==> config.mk <==
export PLATFORM = sky130hd
export DESIGN_NAME = multichannel_hysteresis_debouncer
export DESIGN_NICKNAME = d
export VERILOG_FILES = /design/src/mhd_pkg.sv /design/src/multichannel_hysteresis_debouncer.sv
export SDC_FILE = /design/constraint.sdc
export NUM_CORES = 1
export LEC_CHECK = 0
export ABC_AREA = 1
export BUFFER_PORTS_ARGS = -buffer_cell sky130_fd_sc_hd__buf_4
export CAP_MARGIN = 15
export CORE_AREA = 2 2 214 269
export DETAILED_ROUTE_END_ITERATION = 6
export DIE_AREA = 0 0 216 271
export PLACE_DENSITY_LB_ADDON = 0.05
export SLEW_MARGIN = 20
export SYNTH_ARGS = -nofsm -noshare
export SYNTH_HDL_FRONTEND = slang
export SYNTH_SLANG_ARGS = --single-unit
==> constraint.sdc <==
create_clock -name clock -period 4.7 [get_ports clock]
set_input_delay 0.47 -clock clock [delete_from_list [all_inputs] [get_ports clock]]
set_output_delay 0.47 -clock clock [all_outputs]
set_load 0.005 [all_outputs]
==> src/mhd_pkg.sv <==
// Shared constants and types for the multichannel hysteresis debouncer.
// No dependencies; used by the top level and its port checker.
`default_nettype none
package mhd_pkg;

   localparam int CHANNELS   = 16;  // debounced channels (1 to 64)
   localparam int IN_BITS    = 16;  // width of raw_levels and filtered_levels
   localparam int CNT_BITS   = 8;   // integrator width
   localparam int MASK_BITS  = 16;  // width of profile_select_mask
   localparam int IDX_BITS   = 3;   // width of the register index
   localparam int CSR_BITS   = 16;  // width of the register write data

   typedef enum logic [IDX_BITS-1:0] {
      REG_FAST_LIMIT   = 3'd0,
      REG_FAST_ON      = 3'd1,
      REG_FAST_OFF     = 3'd2,
      REG_SLOW_LIMIT   = 3'd3,
      REG_SLOW_ON      = 3'd4,
      REG_SLOW_OFF     = 3'd5,
      REG_PROFILE_MASK = 3'd6
   } reg_index_type;

   // One threshold profile
   typedef struct packed {
      logic [CNT_BITS-1:0] limit;
      logic [CNT_BITS-1:0] on_level;
      logic [CNT_BITS-1:0] off_level;
   } profile_type;

   localparam profile_type FAST_RESET = '{limit: 8'd1,  on_level: 8'd1, off_level: 8'd0};
   localparam profile_type SLOW_RESET = '{limit: 8'd10, on_level: 8'd7, off_level: 8'd3};
   localparam logic [MASK_BITS-1:0] MASK_RESET = 16'd784;

endpackage
`default_nettype wire

==> src/multichannel_hysteresis_debouncer.sv <==
// Multichannel hysteresis debouncer: per-channel saturating integrators with
// on/off thresholds, fast and slow profiles. Depends on mhd_pkg.
// A request passes through the input register, then the result register;
// throughput one tick per cycle, limited only by rsp_tready. Synchronous
// active-high reset restores the register defaults, clears all counters and
// levels and empties both pipeline registers.
`default_nettype none
module multichannel_hysteresis_debouncer (
   input  wire logic                                 clock,
   input  wire logic                                 reset,
   // request stream
   input  wire logic                                 req_tvalid,
   output logic                                      req_tready,
   input  wire logic [mhd_pkg::IN_BITS-1:0]          req_tdata,  // [15:0] raw_levels
   // result stream
   output logic                                      rsp_tvalid,
   input  wire logic                                 rsp_tready,
   output logic [mhd_pkg::IN_BITS-1:0]               rsp_tdata,  // [15:0] filtered_levels
   // register write channel
   input  wire logic                                 csr_valid,
   output logic                                      csr_ready,
   input  wire logic [mhd_pkg::IDX_BITS-1:0]         csr_index,
   input  wire logic [mhd_pkg::CSR_BITS-1:0]         csr_data
);

   // ---------------------------------------------------------------
   // Configuration registers. Writes are always taken; unknown index
   // is dropped. Values are truncated to the register widths.
   // ---------------------------------------------------------------
   mhd_pkg::profile_type                fast_ff, fast_in;
   mhd_pkg::profile_type                slow_ff, slow_in;
   logic [mhd_pkg::MASK_BITS-1:0]       mask_ff, mask_in;

   assign csr_ready = 1'b1;

   always_comb begin
      fast_in = fast_ff;
      slow_in = slow_ff;
      mask_in = mask_ff;
      if (csr_valid) begin
         unique case (mhd_pkg::reg_index_type'(csr_index))
            mhd_pkg::REG_FAST_LIMIT:   fast_in.limit     = csr_data[mhd_pkg::CNT_BITS-1:0];
            mhd_pkg::REG_FAST_ON:      fast_in.on_level  = csr_data[mhd_pkg::CNT_BITS-1:0];
            mhd_pkg::REG_FAST_OFF:     fast_in.off_level = csr_data[mhd_pkg::CNT_BITS-1:0];
            mhd_pkg::REG_SLOW_LIMIT:   slow_in.limit     = csr_data[mhd_pkg::CNT_BITS-1:0];
            mhd_pkg::REG_SLOW_ON:      slow_in.on_level  = csr_data[mhd_pkg::CNT_BITS-1:0];
            mhd_pkg::REG_SLOW_OFF:     slow_in.off_level = csr_data[mhd_pkg::CNT_BITS-1:0];
            mhd_pkg::REG_PROFILE_MASK: mask_in           = csr_data[mhd_pkg::MASK_BITS-1:0];
            default: ;
         endcase
      end
   end

   always_ff @(posedge clock) begin
      if (reset) begin
         fast_ff <= mhd_pkg::FAST_RESET;
         slow_ff <= mhd_pkg::SLOW_RESET;
         mask_ff <= mhd_pkg::MASK_RESET;
      end else begin
         fast_ff <= fast_in;
         slow_ff <= slow_in;
         mask_ff <= mask_in;
      end
   end

   // ---------------------------------------------------------------
   // Pipeline control: input register feeds the result register.
   // The input stage moves on whenever the result slot is free or
   // is being drained, so a stalled result still lets one tick in.
   // ---------------------------------------------------------------
   logic                               in_valid_ff, in_valid_in;
   logic [mhd_pkg::IN_BITS-1:0]        in_raw_ff;
   logic                               out_valid_ff, out_valid_in;
   logic [mhd_pkg::IN_BITS-1:0]        out_data_ff, out_data_in;
   logic                               advance;
   logic                               req_xfer;

   assign advance    = in_valid_ff && (!out_valid_ff || rsp_tready);
   assign req_tready = !in_valid_ff || advance;
   assign req_xfer   = req_tvalid && req_tready;

   always_comb begin
      in_valid_in  = req_xfer ? 1'b1 : (advance ? 1'b0 : in_valid_ff);
      out_valid_in = advance ? 1'b1 : (rsp_tready ? 1'b0 : out_valid_ff);
   end

   // ---------------------------------------------------------------
   // Channel state and update, applied when the input stage advances
   // ---------------------------------------------------------------
   logic [mhd_pkg::CNT_BITS-1:0] cnt_ff [mhd_pkg::CHANNELS];
   logic [mhd_pkg::CNT_BITS-1:0] cnt_in [mhd_pkg::CHANNELS];
   logic [mhd_pkg::CHANNELS-1:0] level_ff, level_in;

   always_comb begin
      for (int i = 0; i < mhd_pkg::CHANNELS; i++) begin
         logic                 raw_bit;
         logic                 slow;
         mhd_pkg::profile_type prof;
         logic [mhd_pkg::CNT_BITS-1:0] cnt;
         // channels past the field width see a raw 0 and the fast profile
         raw_bit = (i < mhd_pkg::IN_BITS)   ? in_raw_ff[i % mhd_pkg::IN_BITS] : 1'b0;
         slow    = (i < mhd_pkg::MASK_BITS) ? mask_ff[i % mhd_pkg::MASK_BITS] : 1'b0;
         prof    = slow ? slow_ff : fast_ff;
         cnt     = cnt_ff[i];
         level_in[i] = level_ff[i];
         if (raw_bit) begin
            if (cnt < prof.limit) cnt = cnt + 1'b1;
            if (cnt >= prof.on_level) level_in[i] = 1'b1;
         end else begin
            if (cnt != '0) cnt = cnt - 1'b1;
            if (cnt <= prof.off_level) level_in[i] = 1'b0;
         end
         cnt_in[i] = cnt;
      end
      for (int j = 0; j < mhd_pkg::IN_BITS; j++) begin
         out_data_in[j] = (j < mhd_pkg::CHANNELS) ? level_in[j % mhd_pkg::CHANNELS] : 1'b0;
      end
   end

   always_ff @(posedge clock) begin
      if (reset) begin
         in_valid_ff  <= 1'b0;
         out_valid_ff <= 1'b0;
         level_ff     <= '0;
         for (int i = 0; i < mhd_pkg::CHANNELS; i++) cnt_ff[i] <= '0;
      end else begin
         in_valid_ff  <= in_valid_in;
         out_valid_ff <= out_valid_in;
         if (advance) begin
            level_ff <= level_in;
            for (int i = 0; i < mhd_pkg::CHANNELS; i++) cnt_ff[i] <= cnt_in[i];
         end
      end
   end

   // payload registers, no reset needed
   always_ff @(posedge clock) begin
      if (req_xfer) in_raw_ff   <= req_tdata;
      if (advance)  out_data_ff <= out_data_in;
   end

   assign rsp_tvalid = out_valid_ff;
   assign rsp_tdata  = out_data_ff;

endmodule
`default_nettype wire

=== Word level (Yosys, flattened, before mapping) ===
Memory sizes are Yosys's and may differ from the RTL's.
Index checks and enable logic that the tools add are counted.

* Memories: 1
* Bits of input ports: 40
* RAM bits: 128
* Word-level logic and storage cells: 316
* Bits in registers: 114
* Output and inout bits: 19

{| class="wikitable"
|+ Memories
! name !! words !! width !! read ports !! clocked after Yosys merged registers in !! wr ports !! RTL line !! text
|-
| cnt_ff || 16 || 8 || 16 || 0 || 16 || multichannel_hysteresis_debouncer.sv:90 || <nowiki>logic [mhd_pkg::CNT_BITS-1:0] cnt_ff [mhd_pkg::CHANNELS];</nowiki>
|}

* Muxes and demuxes: 169
* Order comparisons: 48
* Bitwise logic cells: 16
* Equal/unequal tests: 6
* Add/subtract/negate cells: 32
* Reduce and logical (&&, ||, !) cells: 32

{| class="wikitable"
|+ Operators with widths
! kind !! number
|-
| $mux W8 || 96
|-
| $mux W24 || 16
|-
| $add A8 B1 Y8 const B || 16
|-
| $ge A8 B8 Y1 || 16
|-
| $le A8 B8 Y1 || 16
|-
| $lt A8 B8 Y1 || 16
|-
| $reduce_bool A8 Y1 || 16
|-
| $sub A8 B1 Y8 const B || 16
|-
| $mux W1 || 57
|-
| $or A1 B1 Y1 || 16
|-
| $reduce_and A2 Y1 || 7
|-
| $eq A3 B3 Y1 const B || 3
|-
| $eq A3 B2 Y1 const B || 2
|-
| $reduce_bool A2 Y1 || 2
|-
| $eq A3 B1 Y1 const B || 1
|-
| $logic_not A3 Y1 || 1
|-
| $logic_and A1 B1 Y1 || 2
|-
| $logic_not A1 Y1 || 2
|-
| $logic_or A1 B1 Y1 || 2
|}

=== Logic depth before layout (Yosys ltp) ===
* Depth after elaboration: 7
* Depth in mapped cells: 23

=== Worst setup path after synthesis ===
Ideal clock, no wire load.

* Path kind: input -> register
* Start point: input port rsp_tready
* End point: memory cnt_ff[0][0] (netlist bit) (enable)
* Stages: 6
* Arrival time: 3.599 ns
* Slack: -0.148 ns
* Cells stage by stage: inv_1 nand2_1 nand2_1 inv_1 nor2_4 clkinv_1

{| class="wikitable"
|+ RTL lines
! what !! RTL line !! text
|-
| start: declaration || multichannel_hysteresis_debouncer.sv:17 || <nowiki>input wire logic rsp_tready,</nowiki>
|-
| end: declaration || multichannel_hysteresis_debouncer.sv:90 ||
|}

=== Worst setup path in the final report ===
* Start point: register slow_ff[19] (netlist bit)
* End point: register out_data_ff (netlist bit rsp_tdata[8]), data pin

* Cells in the longest elaborated chain, start to end: 7

{| class="wikitable"
|+ RTL lines
! what !! RTL line !! text
|-
| start: declaration || multichannel_hysteresis_debouncer.sv:31 || <nowiki>mhd_pkg::profile_type slow_ff, slow_in;</nowiki>
|-
| start signal: assignment || multichannel_hysteresis_debouncer.sv:57 || <nowiki>slow_ff <= mhd_pkg::SLOW_RESET;</nowiki>
|-
| start signal: assignment || multichannel_hysteresis_debouncer.sv:61 || <nowiki>slow_ff <= slow_in;</nowiki>
|-
| $mux W24 || multichannel_hysteresis_debouncer.sv:103 || <nowiki>prof = slow ? slow_ff : fast_ff;</nowiki>
|-
| $lt A8 B8 Y1 || multichannel_hysteresis_debouncer.sv:107 || <nowiki>if (cnt < prof.limit) cnt = cnt + 1'b1;</nowiki>
|-
| $mux W8 || multichannel_hysteresis_debouncer.sv:107 ||
|-
| $mux W8 || multichannel_hysteresis_debouncer.sv:106 || <nowiki>if (raw_bit) begin</nowiki>
|-
| $ge A8 B8 Y1 || multichannel_hysteresis_debouncer.sv:108 || <nowiki>if (cnt >= prof.on_level) level_in[i] = 1'b1;</nowiki>
|-
| $mux W1 || multichannel_hysteresis_debouncer.sv:108 ||
|-
| $mux W1 || multichannel_hysteresis_debouncer.sv:106 ||
|-
| via level_in (one bit) || multichannel_hysteresis_debouncer.sv:92 || <nowiki>logic [mhd_pkg::CHANNELS-1:0] level_ff, level_in;</nowiki>
|-
| end signal: assignment || multichannel_hysteresis_debouncer.sv:139 || <nowiki>if (advance) out_data_ff <= out_data_in;</nowiki>
|-
| end: declaration || multichannel_hysteresis_debouncer.sv:74 || <nowiki>logic [mhd_pkg::IN_BITS-1:0] out_data_ff, out_data_in;</nowiki>
|}

The timed path passes the listed nets, and every way through them passes these cells. The select of a mux whose other input is x is not followed.
A chain may end at the register's enable or synchronous reset.

==> key figures <==
STA
  – Setup violations, final: 0
  – Slew headroom: ~16%
  – Final hold viol count: 0
  – RSZ-0062 raised after global routing: no
  – Fmax: 252 MHz
  – Max-slew violations: 0
  – Final Critical Period: 3.97 ns
  – Post-route clock period utilization: 84.6%
  – Final setup margin: 0.725 ns
  – Fin Setup TNS: 0 ns
  – Post-route clock skew: about 0.034 ns
  – Worst slew pin tran: between 1 and 1.5 ns
  – WHS: 0.0302 ns

Critical path
  – CP required: 5.05 ns
  – CP Class: reg2reg
  – Setup crit start kind: register
  – Crit path max fanout: 17
  – Worst Path Arrival: between 4 and 5 ns
  – Crit end category: register
  – R2R depth: 16

Logic synthesis
  – Complex-gate fraction of the synthesized area: 14.8%
  – Mapped Nets: 5237
  – Cells after synthesis: approximately 4800
  – Netlist Area Pre-Place: 30500 sq um
  – Primary FF master, synth: edfxtp_1
  – Post-synth EDFFs: 160
  – #FFs+latches synth: around 240
  – Adder-cell share of the synthesized area: ~17%
  – Largest family of logic cells by synthesized area: simple AND/OR/NAND/NOR gates
  – Mux cell area share after synthesis: 0%
  – Async set or reset register ratio after synthesis: 0%
  – Synth warnings: 0
  – Synth Area in Simple Gates: 32.7%
  – Seq/Total Area, Yosys: 21.1%
  – Post-Syn Area per Cell: around 6.4 sq um
  – Xor/xnor share of the synthesized area: 2.53%
  – Synth cell types: 52

Cells and area
  – # diodes: 0
  – Layout cells sized above 1: approximately 7%
  – Util after Layout: 58.2%
  – Final Cell Area: around 32000 sq um
  – Area grow syn2layout: 6.39%
  – Nets@finish: between 5000 and 6000

Die
  – Io pins: 59
  – Chip Width: around 220 um
  – Full die area: 58500 sq um
  – Core ar.: between 50000 and 60000 sq um
  – Std cell rows: 97
  – Die Y: about 270 um
  – Initial Util: 54.7%

Global route
  – Global route total overflow: 0
  – Initial antenna violation count: 1
  – Largest net degree at the start of global routing: 59
  – Number of global-route vias before repair: between 20000 and 30000
  – Gr usage total: 36.0%
  – First-pass GRT wire length: 164 mm

Clock tree
  – PostCTS Resize Cnt: 0
  – CTS buffer count: 31
  – H-tree Lvls: 1
  – Post-CTS Setup Bufs: 0
  – Max Root-Sink Buffers: 3
  – CTS sink cnt: 242
  – Hold_buf cts: 0
  – CTS tree: done
  – Root Driver: clkbuf_16
  – Clk_lat worst skew: 0.62 ns
  – Clk slew on worst S/H paths: approximately 0.07 ns

Hold path
  – Hold crit path type: in2reg
  – Hold Crit Depth: 1

Routing
  – Routed WL: 107 mm
  – First drt pass iteration count: 6
  – Vias per std cell: 5.69
  – Vias: 31200
  – DRT iter0 DRCs: 3068
  – Residual DRC: 0
  – WL per Instance: 19.5 um
  – Antenna-violating nets left: 0

Run status
  – Status: completed

Place
  – Pre-CTS WS: 0.824 ns
  – # port buffers: 57
  – Post-DP HPWL: between 70 and 80 mm
  – Routability cong.: 0.956
  – Placed cell area: approximately 31000 sq um

Pwr
  – PwrDens: 286 nW/um^2
  – LEAKAGE: 16.4 nW
  – Worst vdd ir: 0.309 mV

Run
  – Max Cap Viol: 0
cells in the final DEF (no fill, tap or decap), drive strengths merged, types with 82 or more instances in the layout:
master  instances
nand4          96
nor2          264
nand2        1346
nand3         389
buf           123
a21oi         274
o21ai         566
inv           674
ha            416
edfxtp        160
dfxtp          82
worst max-delay path: stages, from the launching register on:
cell      delay (ns)
dfxtp_1         0.31
clkinv_1        0.75
nand2_1         0.22
o21ai_0         0.17
ha_1            0.35
a21oi_1         0.13
nand2_1         0.07
nand2_1         0.28
nand2_1         0.21
nand2_1         0.12
nand2_1         0.06
ha_1            0.30
a21oi_1         0.15
nor2_1          0.06
a211oi_1        0.19
nand4_1         0.13
and2_1          0.18
metal layers:
metal  part of all wire, %  global-route usage (%)
met1                    40                    45.8
met2                    45                    59.0
met3                   8.5                    4.59
met4                   6.5                    20.1
met5                     0                       0
metrics by stage:
step,std cells,total power (W)
3_3_place_gp,5431,0.00665
6_report,5488,0.00929
5_1_grt,5488,0.0100
3_5_place_dp,5431,0.00669
2_1_floorplan,4781,0.00569
4_1_cts,5488,0.00928
state kept, by name (all words and copies together), names as in the netlist:
register,cells
fast_ff,24
in_raw_ff,16
level_ff,16
slow_ff,24
mask_ff,16
rsp_tdata,16
rsp_tvalid,1
in_valid_ff,1
cnt_ff,128
power breakdown:
group          leakage [nW]  internal [W]  total [W]  switching, W
clock network         0.553       0.00150    0.00258       0.00108
registers              2.33       0.00248    0.00285      0.000375
logic                  13.5       0.00143    0.00386       0.00242
total                  16.4       0.00541    0.00929       0.00388
cell families (layout without fill, tap and decap cells):
| logic type | count (synthesis) | in the layout |
|---|---|---|
| and+or+nand+nor | 2249 | 2249 |
| xor gates and xnor gates | 88 | 88 |
| DFF | 242 | 242 |
| adders and majority gates | 416 | 416 |
| buffers and inverters | 906 | 871 |
| AOI/OAI and AO/OA | 879 | 879 |
| other | 1 | 1 |
area by class of cell:
class                   count  area [sq um]
fillers                  5584         23400
well taps                 742           928
multi-input cells        3633         20500
inverters                 691          2610
clock buffers              44          1010
flip-flops and latches    242          6450
clock inverters            13          80.1
repair buffers            123           923
final timing paths:
check	start	to	slack (ns)
max reg2reg	slow_ff[19]$_SDFFE_PP1P_	rsp_tdata[8]$_DFFE_PP_	0.73
min reg2reg	level_ff[4]$_SDFFE_PP0P_	level_ff[4]$_SDFFE_PP0P_	0.46
min	req_tdata[14]	in_raw_ff[14]$_DFFE_PP_	0.03
max	slow_ff[19]$_SDFFE_PP1P_	rsp_tdata[8]$_DFFE_PP_	0.73
Yosys cell counts (all sizes together), types with 6 or more instances:
| library cell | number | area, sq um |
|---|---|---|
| nand2 | 1346 | 5110 |
| ha | 416 | 5200 |
| and2 | 32 | 200 |
| a211oi | 16 | 120 |
| nand3 | 389 | 1970 |
| clkinv | 23 | 86.3 |
| xnor2 | 10 | 87.6 |
| xor2 | 78 | 683 |
| inv | 668 | 2510 |
| clkbuf | 158 | 601 |
| nand3b | 6 | 45.0 |
| a21oi | 274 | 1380 |
| or2 | 30 | 188 |
| buf | 57 | 409 |
| o211ai | 13 | 97.6 |
| nor3 | 75 | 571 |
| nand4 | 96 | 667 |
| edfxtp | 160 | 4800 |
| dfxtp | 82 | 1640 |
| o21ai | 566 | 2840 |
| nor2 | 264 | 1140 |
Note: power is estimated with default switching activity, not from simulation.
